## config.mk

```make
export PLATFORM = sky130hd
export DESIGN_NAME = framed_command_stream_deframer
export DESIGN_NICKNAME = d
export VERILOG_FILES = /design/src/hw/rtl/fcsd_pkg.sv /design/src/hw/rtl/fcsd_front.sv /design/src/hw/rtl/fcsd_queue.sv /design/src/hw/rtl/fcsd_back.sv /design/src/hw/rtl/framed_command_stream_deframer.sv
export SDC_FILE = /design/constraint.sdc
export NUM_CORES = 1
export LEC_CHECK = 0
export ABC_AREA = 0
export BUFFER_PORTS_ARGS = -buffer_cell sky130_fd_sc_hd__clkbuf_2
export CORE_MARGIN = 3
export CORE_UTILIZATION = 37
export CTS_CLUSTER_SIZE = 30
export DETAILED_ROUTE_END_ITERATION = 16
export PLACE_DENSITY_LB_ADDON = 0.1
export SYNTH_ARGS = -nofsm -noshare
export SYNTH_HDL_FRONTEND = slang
export SYNTH_SLANG_ARGS = --single-unit
```

## constraint.sdc

```tcl
create_clock -name clk -period 8.55 [get_ports clk]
set_input_delay 2.1375 -clock clk [delete_from_list [all_inputs] [get_ports clk]]
set_output_delay 2.1375 -clock clk [all_outputs]
set_load 0.01 [all_outputs]
```

## src/hw/rtl/fcsd_pkg.sv

```systemverilog
`timescale 1ns / 1ps
`default_nettype none
// ----------------------------------------------------------------------------
// fcsd_pkg
// Shared types and constants of the framed command stream deframer.
// ----------------------------------------------------------------------------
package fcsd_pkg;

  localparam int TIME_BITS          = 32;
  localparam int MOTION_FRAME_BYTES = 12;
  localparam int MIN_RESET_LEN      = 6;
  localparam int CFG_IDX_BITS       = 3;
  localparam int CFG_DATA_BITS      = 16;
  localparam int QUEUE_DEPTH        = 2;
  localparam int QPTR_BITS          = (QUEUE_DEPTH > 1) ? $clog2(QUEUE_DEPTH) : 1;
  localparam int QCNT_BITS          = $clog2(QUEUE_DEPTH + 1);

  localparam logic [1:0] CMD_BYTE = 2'd0;
  localparam logic [1:0] CMD_TICK = 2'd1;
  localparam logic [1:0] CMD_TAKE = 2'd2;

  localparam logic [1:0] ST_NONE   = 2'd0;
  localparam logic [1:0] ST_MOTION = 2'd1;
  localparam logic [1:0] ST_RESET  = 2'd2;
  localparam logic [1:0] ST_REJECT = 2'd3;

  typedef enum logic [CFG_IDX_BITS-1:0] {
    CFG_HEADER,
    CFG_MOTION_ADDR,
    CFG_RESET_ADDR,
    CFG_RESET_OPCODE,
    CFG_RESET_LEN,
    CFG_TIMEOUT
  } cfg_idx_t;

  typedef enum logic [1:0] {
    OP_BYTE,
    OP_TICK,
    OP_TAKE,
    OP_IDLE
  } op_t;

  typedef enum logic [1:0] {
    PH_HUNT,
    PH_ADDR,
    PH_LEN,
    PH_BODY
  } phase_t;

  typedef struct packed {
    logic [1:0] command;
    logic [7:0] data_byte;
    logic       buffer_end;
  } item_t;

  typedef struct packed {
    logic [31:0] velocity_bits;
    logic [31:0] turn_rate_bits;
    logic        command_online;
    logic [1:0]  frame_status;
    logic        reset_valid;
    logic [7:0]  reset_segment;
  } result_t;

  typedef struct packed {
    op_t        op;
    logic [7:0] data_byte;
    logic       buffer_end;
  } entry_t;

  typedef struct packed {
    logic [7:0]  header_byte;
    logic [7:0]  motion_address;
    logic [7:0]  reset_address;
    logic [7:0]  reset_opcode;
    logic [3:0]  reset_frame_length;
    logic [15:0] online_timeout;
  } cfg_t;

  typedef struct packed {
    logic [QCNT_BITS-1:0] count;
    logic                 full;
    logic                 empty;
  } q_stat_t;

endpackage
`default_nettype wire

```

## src/hw/rtl/fcsd_front.sv

```systemverilog
`timescale 1ns / 1ps
`default_nettype none
// ----------------------------------------------------------------------------
// fcsd_front
// Input stage: takes transactions, decodes the command and registers the entry.
// ----------------------------------------------------------------------------
module fcsd_front (
  input  wire logic            clk,
  input  wire logic            rst,
  input  wire logic            cmd_valid,
  output logic                 cmd_ready,
  input  wire fcsd_pkg::item_t cmd_data,
  output logic                 entry_valid,
  input  wire logic            entry_ready,
  output fcsd_pkg::entry_t     entry
);
  import fcsd_pkg::*;

  op_t op;

  always_comb begin
    unique case (cmd_data.command)
      CMD_BYTE: op = OP_BYTE;
      CMD_TICK: op = OP_TICK;
      CMD_TAKE: op = OP_TAKE;
      default:  op = OP_IDLE;
    endcase
  end

  assign cmd_ready = !entry_valid || entry_ready;

  always_ff @(posedge clk) begin
    if (rst) begin
      entry_valid <= 1'b0;
    end else if (cmd_ready) begin
      entry_valid <= cmd_valid;
    end
  end

  always_ff @(posedge clk) begin
    if (cmd_valid && cmd_ready) begin
      entry.op         <= op;
      entry.data_byte  <= cmd_data.data_byte;
      entry.buffer_end <= cmd_data.buffer_end;
    end
  end

endmodule
`default_nettype wire

```

## src/hw/rtl/fcsd_queue.sv

```systemverilog
`timescale 1ns / 1ps
`default_nettype none
// ----------------------------------------------------------------------------
// fcsd_queue
// Short FIFO of decoded entries between the front and the back.
// ----------------------------------------------------------------------------
module fcsd_queue (
  input  wire logic             clk,
  input  wire logic             rst,
  input  wire logic             push,
  input  wire fcsd_pkg::entry_t push_entry,
  input  wire logic             pop,
  output fcsd_pkg::entry_t      head,
  output fcsd_pkg::q_stat_t     stat
);
  import fcsd_pkg::*;

  entry_t               slots [QUEUE_DEPTH];
  logic [QPTR_BITS-1:0] wr_ptr;
  logic [QPTR_BITS-1:0] rd_ptr;
  logic [QCNT_BITS-1:0] count;
  logic                 do_push;
  logic                 do_pop;

  assign stat.count = count;
  assign stat.full  = (count == QCNT_BITS'(QUEUE_DEPTH));
  assign stat.empty = (count == '0);
  assign head       = slots[rd_ptr];

  assign do_push = push && !stat.full;
  assign do_pop  = pop && !stat.empty;

  always_ff @(posedge clk) begin
    if (rst) begin
      wr_ptr <= '0;
      rd_ptr <= '0;
      count  <= '0;
    end else begin
      if (do_push) begin
        wr_ptr <= (wr_ptr == QPTR_BITS'(QUEUE_DEPTH - 1)) ? '0 : wr_ptr + 1'b1;
      end
      if (do_pop) begin
        rd_ptr <= (rd_ptr == QPTR_BITS'(QUEUE_DEPTH - 1)) ? '0 : rd_ptr + 1'b1;
      end
      if (do_push && !do_pop) begin
        count <= count + 1'b1;
      end else if (do_pop && !do_push) begin
        count <= count - 1'b1;
      end
    end
  end

  always_ff @(posedge clk) begin
    if (do_push) begin
      slots[wr_ptr] <= push_entry;
    end
  end

endmodule
`default_nettype wire

```

## src/hw/rtl/fcsd_back.sv

```systemverilog
`timescale 1ns / 1ps
`default_nettype none
// ----------------------------------------------------------------------------
// fcsd_back
// Frame parser, motion and reset request state, result register.
// ----------------------------------------------------------------------------
module fcsd_back (
  input  wire logic              clk,
  input  wire logic              rst,
  input  wire fcsd_pkg::cfg_t    cfg,
  input  wire fcsd_pkg::q_stat_t q_stat,
  input  wire fcsd_pkg::entry_t  head,
  output logic                   pop,
  output logic                   res_valid,
  input  wire logic              res_ready,
  output fcsd_pkg::result_t      res_data
);
  import fcsd_pkg::*;

  phase_t               phase, phase_next;
  logic [7:0]           byte_pos, byte_pos_next;
  logic [7:0]           frame_size, frame_size_next;
  logic [7:0]           frame_addr, frame_addr_next;
  logic [7:0]           running_sum, running_sum_next;
  logic [31:0]          body_velocity, body_velocity_next;
  logic [31:0]          body_turn, body_turn_next;
  logic [7:0]           body_opcode, body_opcode_next;
  logic [7:0]           body_segment, body_segment_next;
  logic [31:0]          held_velocity, held_velocity_next;
  logic [31:0]          held_turn, held_turn_next;
  logic                 ever_received, ever_received_next;
  logic [TIME_BITS-1:0] elapsed, elapsed_next;
  logic                 pending_flag, pending_flag_next;
  logic [7:0]           pending_segment, pending_segment_next;
  logic [7:0]           previous_segment, previous_segment_next;
  logic                 segment_known, segment_known_next;

  logic [3:0]           min_len;
  logic [7:0]           b;
  logic                 sum_ok;
  logic [1:0]           status;
  logic                 took;
  logic [7:0]           seg;
  logic                 online;

  assign pop     = !q_stat.empty && (!res_valid || res_ready);
  assign b       = head.data_byte;
  assign min_len = (cfg.reset_frame_length < 4'(MIN_RESET_LEN)) ?
                   4'(MIN_RESET_LEN) : cfg.reset_frame_length;
  assign sum_ok  = (running_sum == b);

  always_comb begin
    phase_next            = phase;
    byte_pos_next         = byte_pos;
    frame_size_next       = frame_size;
    frame_addr_next       = frame_addr;
    running_sum_next      = running_sum;
    body_velocity_next    = body_velocity;
    body_turn_next        = body_turn;
    body_opcode_next      = body_opcode;
    body_segment_next     = body_segment;
    held_velocity_next    = held_velocity;
    held_turn_next        = held_turn;
    ever_received_next    = ever_received;
    elapsed_next          = elapsed;
    pending_flag_next     = pending_flag;
    pending_segment_next  = pending_segment;
    previous_segment_next = previous_segment;
    segment_known_next    = segment_known;
    status                = ST_NONE;
    took                  = 1'b0;
    seg                   = 8'd0;

    if (pop) begin
      unique case (head.op)
        OP_BYTE: begin
          unique case (phase)
            PH_HUNT: begin
              if (b == cfg.header_byte) begin
                running_sum_next = b;
                phase_next       = PH_ADDR;
              end
            end
            PH_ADDR: begin
              frame_addr_next  = b;
              running_sum_next = running_sum + b;
              phase_next       = PH_LEN;
            end
            PH_LEN: begin
              if (b < {4'd0, min_len}) begin
                // short length: rescan address then length for a header
                if (frame_addr == cfg.header_byte) begin
                  running_sum_next = frame_addr + b;
                  frame_addr_next  = b;
                  phase_next       = PH_LEN;
                end else if (b == cfg.header_byte) begin
                  running_sum_next = b;
                  phase_next       = PH_ADDR;
                end else begin
                  phase_next = PH_HUNT;
                end
              end else begin
                frame_size_next  = b;
                running_sum_next = running_sum + b;
                byte_pos_next    = 8'd3;
                phase_next       = PH_BODY;
              end
            end
            PH_BODY: begin
              if ({1'b0, byte_pos} + 9'd1 >= {1'b0, frame_size}) begin
                phase_next = PH_HUNT;
                if (frame_addr == cfg.motion_address) begin
                  if (frame_size != 8'(MOTION_FRAME_BYTES) || !sum_ok) begin
                    status = ST_REJECT;
                  end else begin
                    held_velocity_next = body_velocity;
                    held_turn_next     = body_turn;
                    elapsed_next       = '0;
                    ever_received_next = 1'b1;
                    status             = ST_MOTION;
                  end
                end else if (frame_addr == cfg.reset_address) begin
                  if (frame_size != {4'd0, min_len} || body_opcode != cfg.reset_opcode ||
                      !sum_ok) begin
                    status = ST_REJECT;
                  end else begin
                    if (!segment_known || body_segment != previous_segment) begin
                      previous_segment_next = body_segment;
                      pending_segment_next  = body_segment;
                      pending_flag_next     = 1'b1;
                      segment_known_next    = 1'b1;
                    end
                    status = ST_RESET;
                  end
                end else begin
                  status = ST_REJECT;
                end
              end else begin
                running_sum_next = running_sum + b;
                if (byte_pos == 8'd3) begin
                  body_opcode_next = b;
                end
                if (byte_pos == 8'd4) begin
                  body_segment_next = b;
                end
                case (byte_pos)
                  8'd3:    body_velocity_next[7:0]   = b;
                  8'd4:    body_velocity_next[15:8]  = b;
                  8'd5:    body_velocity_next[23:16] = b;
                  8'd6:    body_velocity_next[31:24] = b;
                  8'd7:    body_turn_next[7:0]       = b;
                  8'd8:    body_turn_next[15:8]      = b;
                  8'd9:    body_turn_next[23:16]     = b;
                  8'd10:   body_turn_next[31:24]     = b;
                  default: ;
                endcase
                byte_pos_next = byte_pos + 8'd1;
              end
            end
            default: phase_next = PH_HUNT;
          endcase
          // partial frame dropped at end of buffer
          if (head.buffer_end) begin
            phase_next = PH_HUNT;
          end
        end
        OP_TICK: begin
          elapsed_next = elapsed + 1'b1;
        end
        OP_TAKE: begin
          if (pending_flag) begin
            took              = 1'b1;
            seg               = pending_segment;
            pending_flag_next = 1'b0;
          end
        end
        default: ;
      endcase
    end

    online = ever_received_next && (elapsed_next <= TIME_BITS'(cfg.online_timeout));
  end

  always_ff @(posedge clk) begin
    if (rst) begin
      phase            <= PH_HUNT;
      byte_pos         <= '0;
      frame_size       <= '0;
      frame_addr       <= '0;
      running_sum      <= '0;
      body_velocity    <= '0;
      body_turn        <= '0;
      body_opcode      <= '0;
      body_segment     <= '0;
      held_velocity    <= '0;
      held_turn        <= '0;
      ever_received    <= 1'b0;
      elapsed          <= '0;
      pending_flag     <= 1'b0;
      pending_segment  <= '0;
      previous_segment <= '0;
      segment_known    <= 1'b0;
    end else begin
      phase            <= phase_next;
      byte_pos         <= byte_pos_next;
      frame_size       <= frame_size_next;
      frame_addr       <= frame_addr_next;
      running_sum      <= running_sum_next;
      body_velocity    <= body_velocity_next;
      body_turn        <= body_turn_next;
      body_opcode      <= body_opcode_next;
      body_segment     <= body_segment_next;
      held_velocity    <= held_velocity_next;
      held_turn        <= held_turn_next;
      ever_received    <= ever_received_next;
      elapsed          <= elapsed_next;
      pending_flag     <= pending_flag_next;
      pending_segment  <= pending_segment_next;
      previous_segment <= previous_segment_next;
      segment_known    <= segment_known_next;
    end
  end

  always_ff @(posedge clk) begin
    if (rst) begin
      res_valid <= 1'b0;
    end else if (pop) begin
      res_valid <= 1'b1;
    end else if (res_ready) begin
      res_valid <= 1'b0;
    end
  end

  always_ff @(posedge clk) begin
    if (pop) begin
      res_data.velocity_bits  <= held_velocity_next;
      res_data.turn_rate_bits <= held_turn_next;
      res_data.command_online <= online;
      res_data.frame_status   <= status;
      res_data.reset_valid    <= took;
      res_data.reset_segment  <= seg;
    end
  end

endmodule
`default_nettype wire

```

## src/hw/rtl/framed_command_stream_deframer.sv

```systemverilog
`timescale 1ns / 1ps
`default_nettype none
// ----------------------------------------------------------------------------
// framed_command_stream_deframer
// Byte stream frame parser for motion and odometry reset command frames.
// ----------------------------------------------------------------------------
// path: each accepted transaction passes the input register at the accepting edge,
//   then a queue slot, then the result register, where its result becomes valid
// throughput: one transaction per cycle while res_ready stays high; the parser handles one entry per pop
// reset: synchronous; parser to header search, all frame and request state to
//   zero, registers to their defaults (frame length 6, timeout 100 ms)
module framed_command_stream_deframer (
  input  wire logic                                  clk,
  input  wire logic                                  rst,
  input  wire logic                                  cmd_valid,
  output logic                                       cmd_ready,
  input  wire fcsd_pkg::item_t                       cmd_data,
  output logic                                       res_valid,
  input  wire logic                                  res_ready,
  output fcsd_pkg::result_t                          res_data,
  input  wire logic                                  cfg_write,
  input  wire logic [fcsd_pkg::CFG_IDX_BITS-1:0]     cfg_index,
  input  wire logic [fcsd_pkg::CFG_DATA_BITS-1:0]    cfg_data
);
  import fcsd_pkg::*;

  cfg_t    cfg;
  entry_t  front_entry;
  logic    front_valid;
  entry_t  head;
  q_stat_t q_stat;
  logic    pop;

  always_ff @(posedge clk) begin
    if (rst) begin
      cfg.header_byte        <= 8'd0;
      cfg.motion_address     <= 8'd0;
      cfg.reset_address      <= 8'd0;
      cfg.reset_opcode       <= 8'd0;
      cfg.reset_frame_length <= 4'd6;
      cfg.online_timeout     <= 16'd100;
    end else if (cfg_write) begin
      unique case (cfg_index)
        CFG_HEADER:       cfg.header_byte        <= cfg_data[7:0];
        CFG_MOTION_ADDR:  cfg.motion_address     <= cfg_data[7:0];
        CFG_RESET_ADDR:   cfg.reset_address      <= cfg_data[7:0];
        CFG_RESET_OPCODE: cfg.reset_opcode       <= cfg_data[7:0];
        CFG_RESET_LEN:    cfg.reset_frame_length <= cfg_data[3:0];
        CFG_TIMEOUT:      cfg.online_timeout     <= cfg_data[15:0];
        default: ;
      endcase
    end
  end

  fcsd_front u_front (
    .clk         (clk),
    .rst         (rst),
    .cmd_valid   (cmd_valid),
    .cmd_ready   (cmd_ready),
    .cmd_data    (cmd_data),
    .entry_valid (front_valid),
    .entry_ready (!q_stat.full),
    .entry       (front_entry)
  );

  fcsd_queue u_queue (
    .clk        (clk),
    .rst        (rst),
    .push       (front_valid),
    .push_entry (front_entry),
    .pop        (pop),
    .head       (head),
    .stat       (q_stat)
  );

  fcsd_back u_back (
    .clk       (clk),
    .rst       (rst),
    .cfg       (cfg),
    .q_stat    (q_stat),
    .head      (head),
    .pop       (pop),
    .res_valid (res_valid),
    .res_ready (res_ready),
    .res_data  (res_data)
  );

  a_take_no_frame: assert property (@(posedge clk) disable iff (rst)
    res_valid |-> !(res_data.reset_valid && res_data.frame_status != ST_NONE))
    else $error("take result carries a frame status");

  a_segment_zero: assert property (@(posedge clk) disable iff (rst)
    (res_valid && !res_data.reset_valid) |-> res_data.reset_segment == 8'd0)
    else $error("segment id without a take");

  a_queue_bound: assert property (@(posedge clk) disable iff (rst)
    q_stat.count <= QCNT_BITS'(QUEUE_DEPTH))
    else $error("queue overfilled");

  a_pop_nonempty: assert property (@(posedge clk) disable iff (rst)
    pop |-> !q_stat.empty)
    else $error("pop from empty queue");

endmodule
`default_nettype wire

```

## Word level (Yosys, flattened, before mapping)

Memory sizes are Yosys's and may differ from the RTL's. A register that Yosys moved wholly into a read port is not among the register bits.
Cells that the tools add are included.

| cells by class | value |
|---|---|
| $add $sub $neg | 9 |
| multipliers | 0 |
| divide/modulo/power cells | 0 |
| magnitude comparators | 4 |
| eq/ne operators | 42 |
| shift-type cells | 0 |
| multiplexer cells | 66 |
| bitwise operators | 4 |
| reductions and logical operators | 54 |

Operator list:

| kind | count |
|---|---|
| $mux 32 | 17 |
| $mux 8 | 8 |
| $pmux 32 s2 | 1 |
| $reduce_and 5->1 | 10 |
| $eq 8x8->1 | 5 |
| $add 32x1->32 const B | 1 |
| $eq 8x3->1 const B | 4 |
| $le 32x16->1 | 1 |
| $pmux 8 s2 | 2 |
| $pmux 8 s4 | 1 |
| $eq 8x4->1 const B | 3 |
| $mux 1 | 24 |
| $mux 2 | 9 |
| $add 8x8->8 | 2 |
| $ne 8x8->1 | 2 |
| $reduce_and 8->1 | 2 |
| $reduce_and 2->1 | 7 |
| $eq 2x2->1 const B | 5 |
| $ne 2x1->1 const B | 5 |
| $ne 2x2->1 const B | 5 |
| $reduce_bool 2->1 | 5 |
| $add 8x1->9 const B | 1 |
| $ge 9x8->1 | 1 |
| $add 8x1->8 const B | 1 |
| 25 further kinds | 57 |

| word-level totals | value |
|---|---|
| bits in registers | 350 |
| latch bits | 0 |
| memory bits (writable) | 22 |
| memory bits (read-only) | 0 |
| input port bits | 35 |
| output and inout port bits | 78 |
| memories | 1 |

Memories:

| name | words | bits a word | read ports | clocked after memory_dff | write ports | line | text |
|---|---|---|---|---|---|---|---|
| u_queue.slots | 2 | 11 | 1 | 1 | 1 | fcsd_queue.sv:18 | `entry_t slots [QUEUE_DEPTH];` |

## Logic depth before layout (Yosys ltp)

| logic depth | value |
|---|---|
| depth after elaboration | 11 |
| gate-level depth with buffers | 23 |
| gate-level depth less buffers | 21 |

## Cells and area by module

Synthesis repeated with hierarchy kept, for this count alone.

| unflattened totals | value |
|---|---|
| cell total of the unflattened synthesis | 1683 |
| area, all modules | 16598.4 um2 |

Modules (own cells, without submodules):

| module | times used | cells each | area each (um2) | sequential area each (um2) |
|---|---|---|---|---|
| fcsd_back | 1 | 1408 | 13065.0 | 6406.1 |
| framed_command_stream_deframer | 1 | 198 | 2133.3 | 1041.0 |
| fcsd_queue | 1 | 59 | 1007.2 | 760.7 |
| fcsd_front | 1 | 18 | 392.9 | 350.3 |

## Worst setup path after synthesis

No wires, ideal clock.

| timing | value |
|---|---|
| path kind | input to register |
| start | in res_ready |
| end | reg u_back.res_data[11] (netlist name) |
| arrival time | 6.983 ns |
| data required time | 8.375 ns |
| slack | 1.392 ns |
| stages on the path | 17 |
| buffers on the path | 0 |
| cells stage by stage | nand2b_1 > o21ai_0 > inv_1 > nand3_1 > nor2_1 > nand2_1 > xnor2_1 > nor2_1 > ha_1 > a21oi_1 > nor2b_1 > o21ai_0 > a21oi_1 > a2111oi_0 > a21oi_1 > or4_1 > nor4bb_1 |

| between the ends | value |
|---|---|
| word-level cells in the longest chain between the ends | 5 |
| elaborated cells on any way between the ends | 6 |
| those cells by class | order compare: 1; mux: 2; reduce/logical: 3 |

RTL lines:

| what | line | text |
|---|---|---|
| from (decl) | framed_command_stream_deframer.sv:19 | `input wire logic res_ready,` |
| $logic_or 1x1->1 | fcsd_back.sv:46 | `assign pop = !q_stat.empty && (!res_valid \|\| res_ready);` |
| $logic_and 1x1->1 | fcsd_back.sv:46 |  |
| net pop | framed_command_stream_deframer.sv:32 | `logic pop;` |
| $mux 32 | fcsd_back.sv:74 | `if (pop) begin` |
| net u_back.elapsed_next[9] | fcsd_back.sv:32 | `logic [TIME_BITS-1:0] elapsed, elapsed_next;` |
| $le 32x16->1 | fcsd_back.sv:181 | `online = ever_received_next && (elapsed_next <= TIME_BITS'(cfg.online_timeout));` |
| $logic_and 1x1->1 | fcsd_back.sv:181 |  |
| net u_back.online | fcsd_back.sv:44 | `logic online;` |

The timed path passes the listed nets, and every way through them passes these cells.
A chain may end at the register's enable or synchronous reset.

==> impl_metrics.csv <==
group,metric,value,unit
synthesis,yosysTopAreaCell,"dfxtp_1",
run_status,status,"completed",
route,met3WireLength,2040,um
hold_path,holdPathStages,0,
route,met1_length,21000,um
synthesis,synth_seq_cells,373,
clock_network,cts_tree,"done",
floorplanning,start_util,0.377,
route,via_per_inst,5.12,
sta,max_slew_margin,0.263,
global_routing,grt_pass1_vias,12300,
route,wl_per_cell,18.2,um
global_routing,antenna_found_initial,0,
worst_setup_path,critical_path_buf_inv_count,1,
cells_and_area,drive_above_1_share,0.117,
worst_setup_path,cp.required,8.93,ns
worst_setup_path,end_kind,"flip-flop",
route,top_layer,"met4",
worst_setup_path,path_class,"flip-flop to flip-flop",
power,p_total,0.00461,W
sta,min_period,6.72,ns
worst_setup_path,max_stage_delay,0.98,ns
global_routing,grt_max_degree,170,
clock_network,clkTransAtPathRegs,0.06,ns
clock_network,htreeDepth,2,
worst_setup_path,crit_family,"simple AND/OR/NAND/NOR gates",
synthesis,synthFlopType,"dfxtp_1",
route,drcViolationCount,0,
placement,routabilityCongestion,0.920,
hold_path,hold_path.class,"flip-flop to flip-flop",
worst_setup_path,r2r_cells,17,
cells_and_area,area_delta_synth_final,14.6,%
route,drtAntennaViolNets,0,
worst_setup_path,ff2ff_setup_slack,1.83,ns
worst_setup_path,reg2reg_to,"u_back.res_data[11]$_DFFE_PP_",
sta,tns,0,ns
cells_and_area,n_fill_cell,4365,
clock_network,cts-root-buf,"clkbuf_16",
worst_setup_path,path_max_fanout,24,
synthesis,syn_nets,1837,
floorplanning,io_pins,113,
flow_run,cap_viol_max_count,0,
sta,timing.fmax,149,MHz
synthesis,synth_seq_area_share,0.524,
hold_path,min_to,"u_queue.slots[0][8]$_DFFE_PP_",
power,powerDensity,247,nW/um^2
floorplanning,fp.dieH,216,um
power,leakagePower,7.05,nW
floorplanning,core_area,43400,sq um
synthesis,synth_top_area_frac,0.324,
placement,hpwl,30700,um
route,vias,12500,
clock_network,cts.sinks,373,
synthesis,synthDistinctLibCells,76,
synthesis,syn_area_per_cell,9.34,sq um
placement,placed_area,17400,sq um
clock_network,cts_made_buffers,42,
clock_network,cts_resized,0,
global_routing,grt_pass1_wl,69700,um
power,irDropWorstVdd,131,uV
floorplanning,num_rows,76,
clock_network,post-cts-setup-buffers,0,
cells_and_area,final_util,0.432,
cells_and_area,regArea,8560,sq um
global_routing,grt_overflow,0,
cells_and_area,antenna_cells,0,
hold_path,hp-start,"u_front.entry[8]$_DFFE_PP_",
floorplanning,die_width,216,um
worst_setup_path,cp-start-kind,"flip-flop",
clock_network,clock_latency,0.56,ns
worst_setup_path,crit_chain,"mux2i_2, inv_1, ha_1, or3_4, nor4b_2, o2111ai_1, nor2_4, nor2_1, ha_1, a21oi_1, nor2b_1, o21ai_0, a21oi_1, a2111oi_0, a21oi_1, or4_1, nor4bb_1",
sta,whs,0.445,ns
global_routing,track_usage,0.188,
worst_setup_path,crit_top_cell,"a21oi_1",
synthesis,synth-warning-count,0,
synthesis,ys_top_cells_by_area,"dfxtp_1 (32%), edfxtp_1 (20%), nand2_1 (7.6%)",
route,initialDrtViolationCount,791,
route,dr_wl_met2,20000,um
synthesis,syn_area,16300,sq um
clock_network,cts_buffer_depth,3,
sta,finalClockSkew,0.0151,ns
clock_network,hold_buffers,0,
sta,setup_viol,0,
cells_and_area,multiInputGateArea,7190,sq um
synthesis,synthArstFlopShare,0,
cells_and_area,finalInstanceArea,18700,sq um
cells_and_area,fin_nets,1910,
worst_setup_path,cpMaxStageDelayCell,"mux2i_2",
synthesis,synth-edff-count,109,
sta,rsz0062_at_grt,"false",
floorplanning,dieArea,46700,sq um
route,wl,44300,um
synthesis,syn_inst,1748,
sta,worst_pin_slew,1.08,ns
sta,drv_slew,0,
route,firstDrtPassIters,5,
placement,io_buffers,112,
sta,hold_violations,0,
sta,fin_crit_sh,0.785,
worst_setup_path,crit_arrival,7.10,ns
==> kinds of logic (layout without fill, tap and decap cells) <==
family / after synthesis / after routing / share of synthesized area
AOI/OAI and AO/OA: 354 / 354 / 0.137
xor gates and xnor gates: 91 / 91 / 0.0488
adders and majority gates: 54 / 54 / 0.0423
buffers and inverters: 151 / 256 / 0.0366
DFF: 373 / 373 / 0.524
muxes: 32 / 32 / 0.0211
and+or+nand+nor: 693 / 693 / 0.190
==> metal layers <==
metal	vias to the layer above	global-route usage
met1	5888	0.262
met4	0	0.0626
met2	274	0.302
li1	6251	-
met5	-	0
met3	72	0.0283
==> per-stage QoR <==
stage,instances,setup WS [ns]
floorplan,1748,1.39
global placement,2362,1.95
detailed placement,2362,1.88
CTS,2438,1.84
global route,2438,1.33
finish,2438,1.83
==> worst register-to-register path: stages (launching register included) <==
cell and delay (ns):
dfxtp_1 0.92, mux2i_2 0.99, inv_1 0.25, ha_1 0.43, or3_4 0.41, nor4b_2 0.33, o2111ai_1 0.40, nor2_4 0.63
nor2_1 0.13, ha_1 0.31, a21oi_1 0.15, nor2b_1 0.06, o21ai_0 0.14, a21oi_1 0.08, a2111oi_0 0.39, a21oi_1 0.17
or4_1 0.50, nor4bb_1 0.27
==> cell usage in the layout (no fill, tap or decap), types with 31 or more instances in the layout <==
cell type  instances
edfxtp_1         109
xor2_1            31
ha_1              52
clkbuf_16         43
nand2_1          331
inv_1             55
nor3_1            34
clkbuf_2         111
nor2_1           177
dfxtp_1          264
a211oi_1          87
a21oi_1          158
xnor2_1           60
==> final cells by class <==
cell class | instances | share of cell area
clock buffers | 64 | 0.0660
clock inverters | 12 | 0.00608
inverters | 56 | 0.0113
multi-input cells | 1224 | 0.384
flip-flops and latches | 373 | 0.457
well taps | 585 | 0.0391
repair buffers | 124 | 0.0358
==> flip-flops by register name (all words and copies together) (netlist names), 2 cells and up, named ones only <==
| name | cells |
|---|---|
| u_back.frame_addr | 8 |
| u_queue.slots | 22 |
| u_back.held_velocity | 32 |
| u_back.body_opcode | 8 |
| u_back.body_turn | 32 |
| u_back.phase | 2 |
| u_back.byte_pos | 8 |
| u_back.frame_size | 8 |
| u_front.entry | 11 |
| u_queue.count | 2 |
| u_back.res_data | 76 |
| u_back.running_sum | 8 |
| cfg | 52 |
| u_back.body_velocity | 16 |
| u_back.elapsed | 32 |
| u_back.body_segment | 8 |
| u_back.pending_segment | 8 |
| u_back.held_turn | 32 |
==> cell usage after synthesis, types with 13 or more instances <==
master	n
nor2_1	178
and2_1	23
nand4_1	22
ha_1	52
xor2_1	31
nand3_1	23
buf_2	19
clkbuf_1	66
edfxtp_1	109
o21ai_0	29
a211oi_1	87
a21oi_1	158
nand2_1	331
nor3_1	34
dfxtp_1	264
mux2i_1	25
xnor2_1	60
inv_1	56
nor4_1	13
==> power by group <==
part	internal, W	switching (W)
Sequential	0.00202	0.0000750
Combinational	0.000237	0.000525
Clock	0.00103	0.000721
Total	0.00329	0.00132
==> worst max-delay path by stage <==
stage | slack (ns) | startpoint | cells past startpoint | end
floorplan | 1.39 | res_ready | 17 | u_back.res_data[11]$_DFFE_PP_
global placement | 1.95 | flip-flop | 17 | u_back.res_data[11]$_DFFE_PP_
detailed placement | 1.88 | flip-flop | 17 | u_back.res_data[11]$_DFFE_PP_
CTS | 1.84 | flip-flop | 17 | u_back.res_data[11]$_DFFE_PP_
global route | 1.33 | flip-flop | 17 | u_back.res_data[11]$_DFFE_PP_
finish | 1.83 | flip-flop | 17 | u_back.res_data[11]$_DFFE_PP_
(Power assumes the default switching activity.)
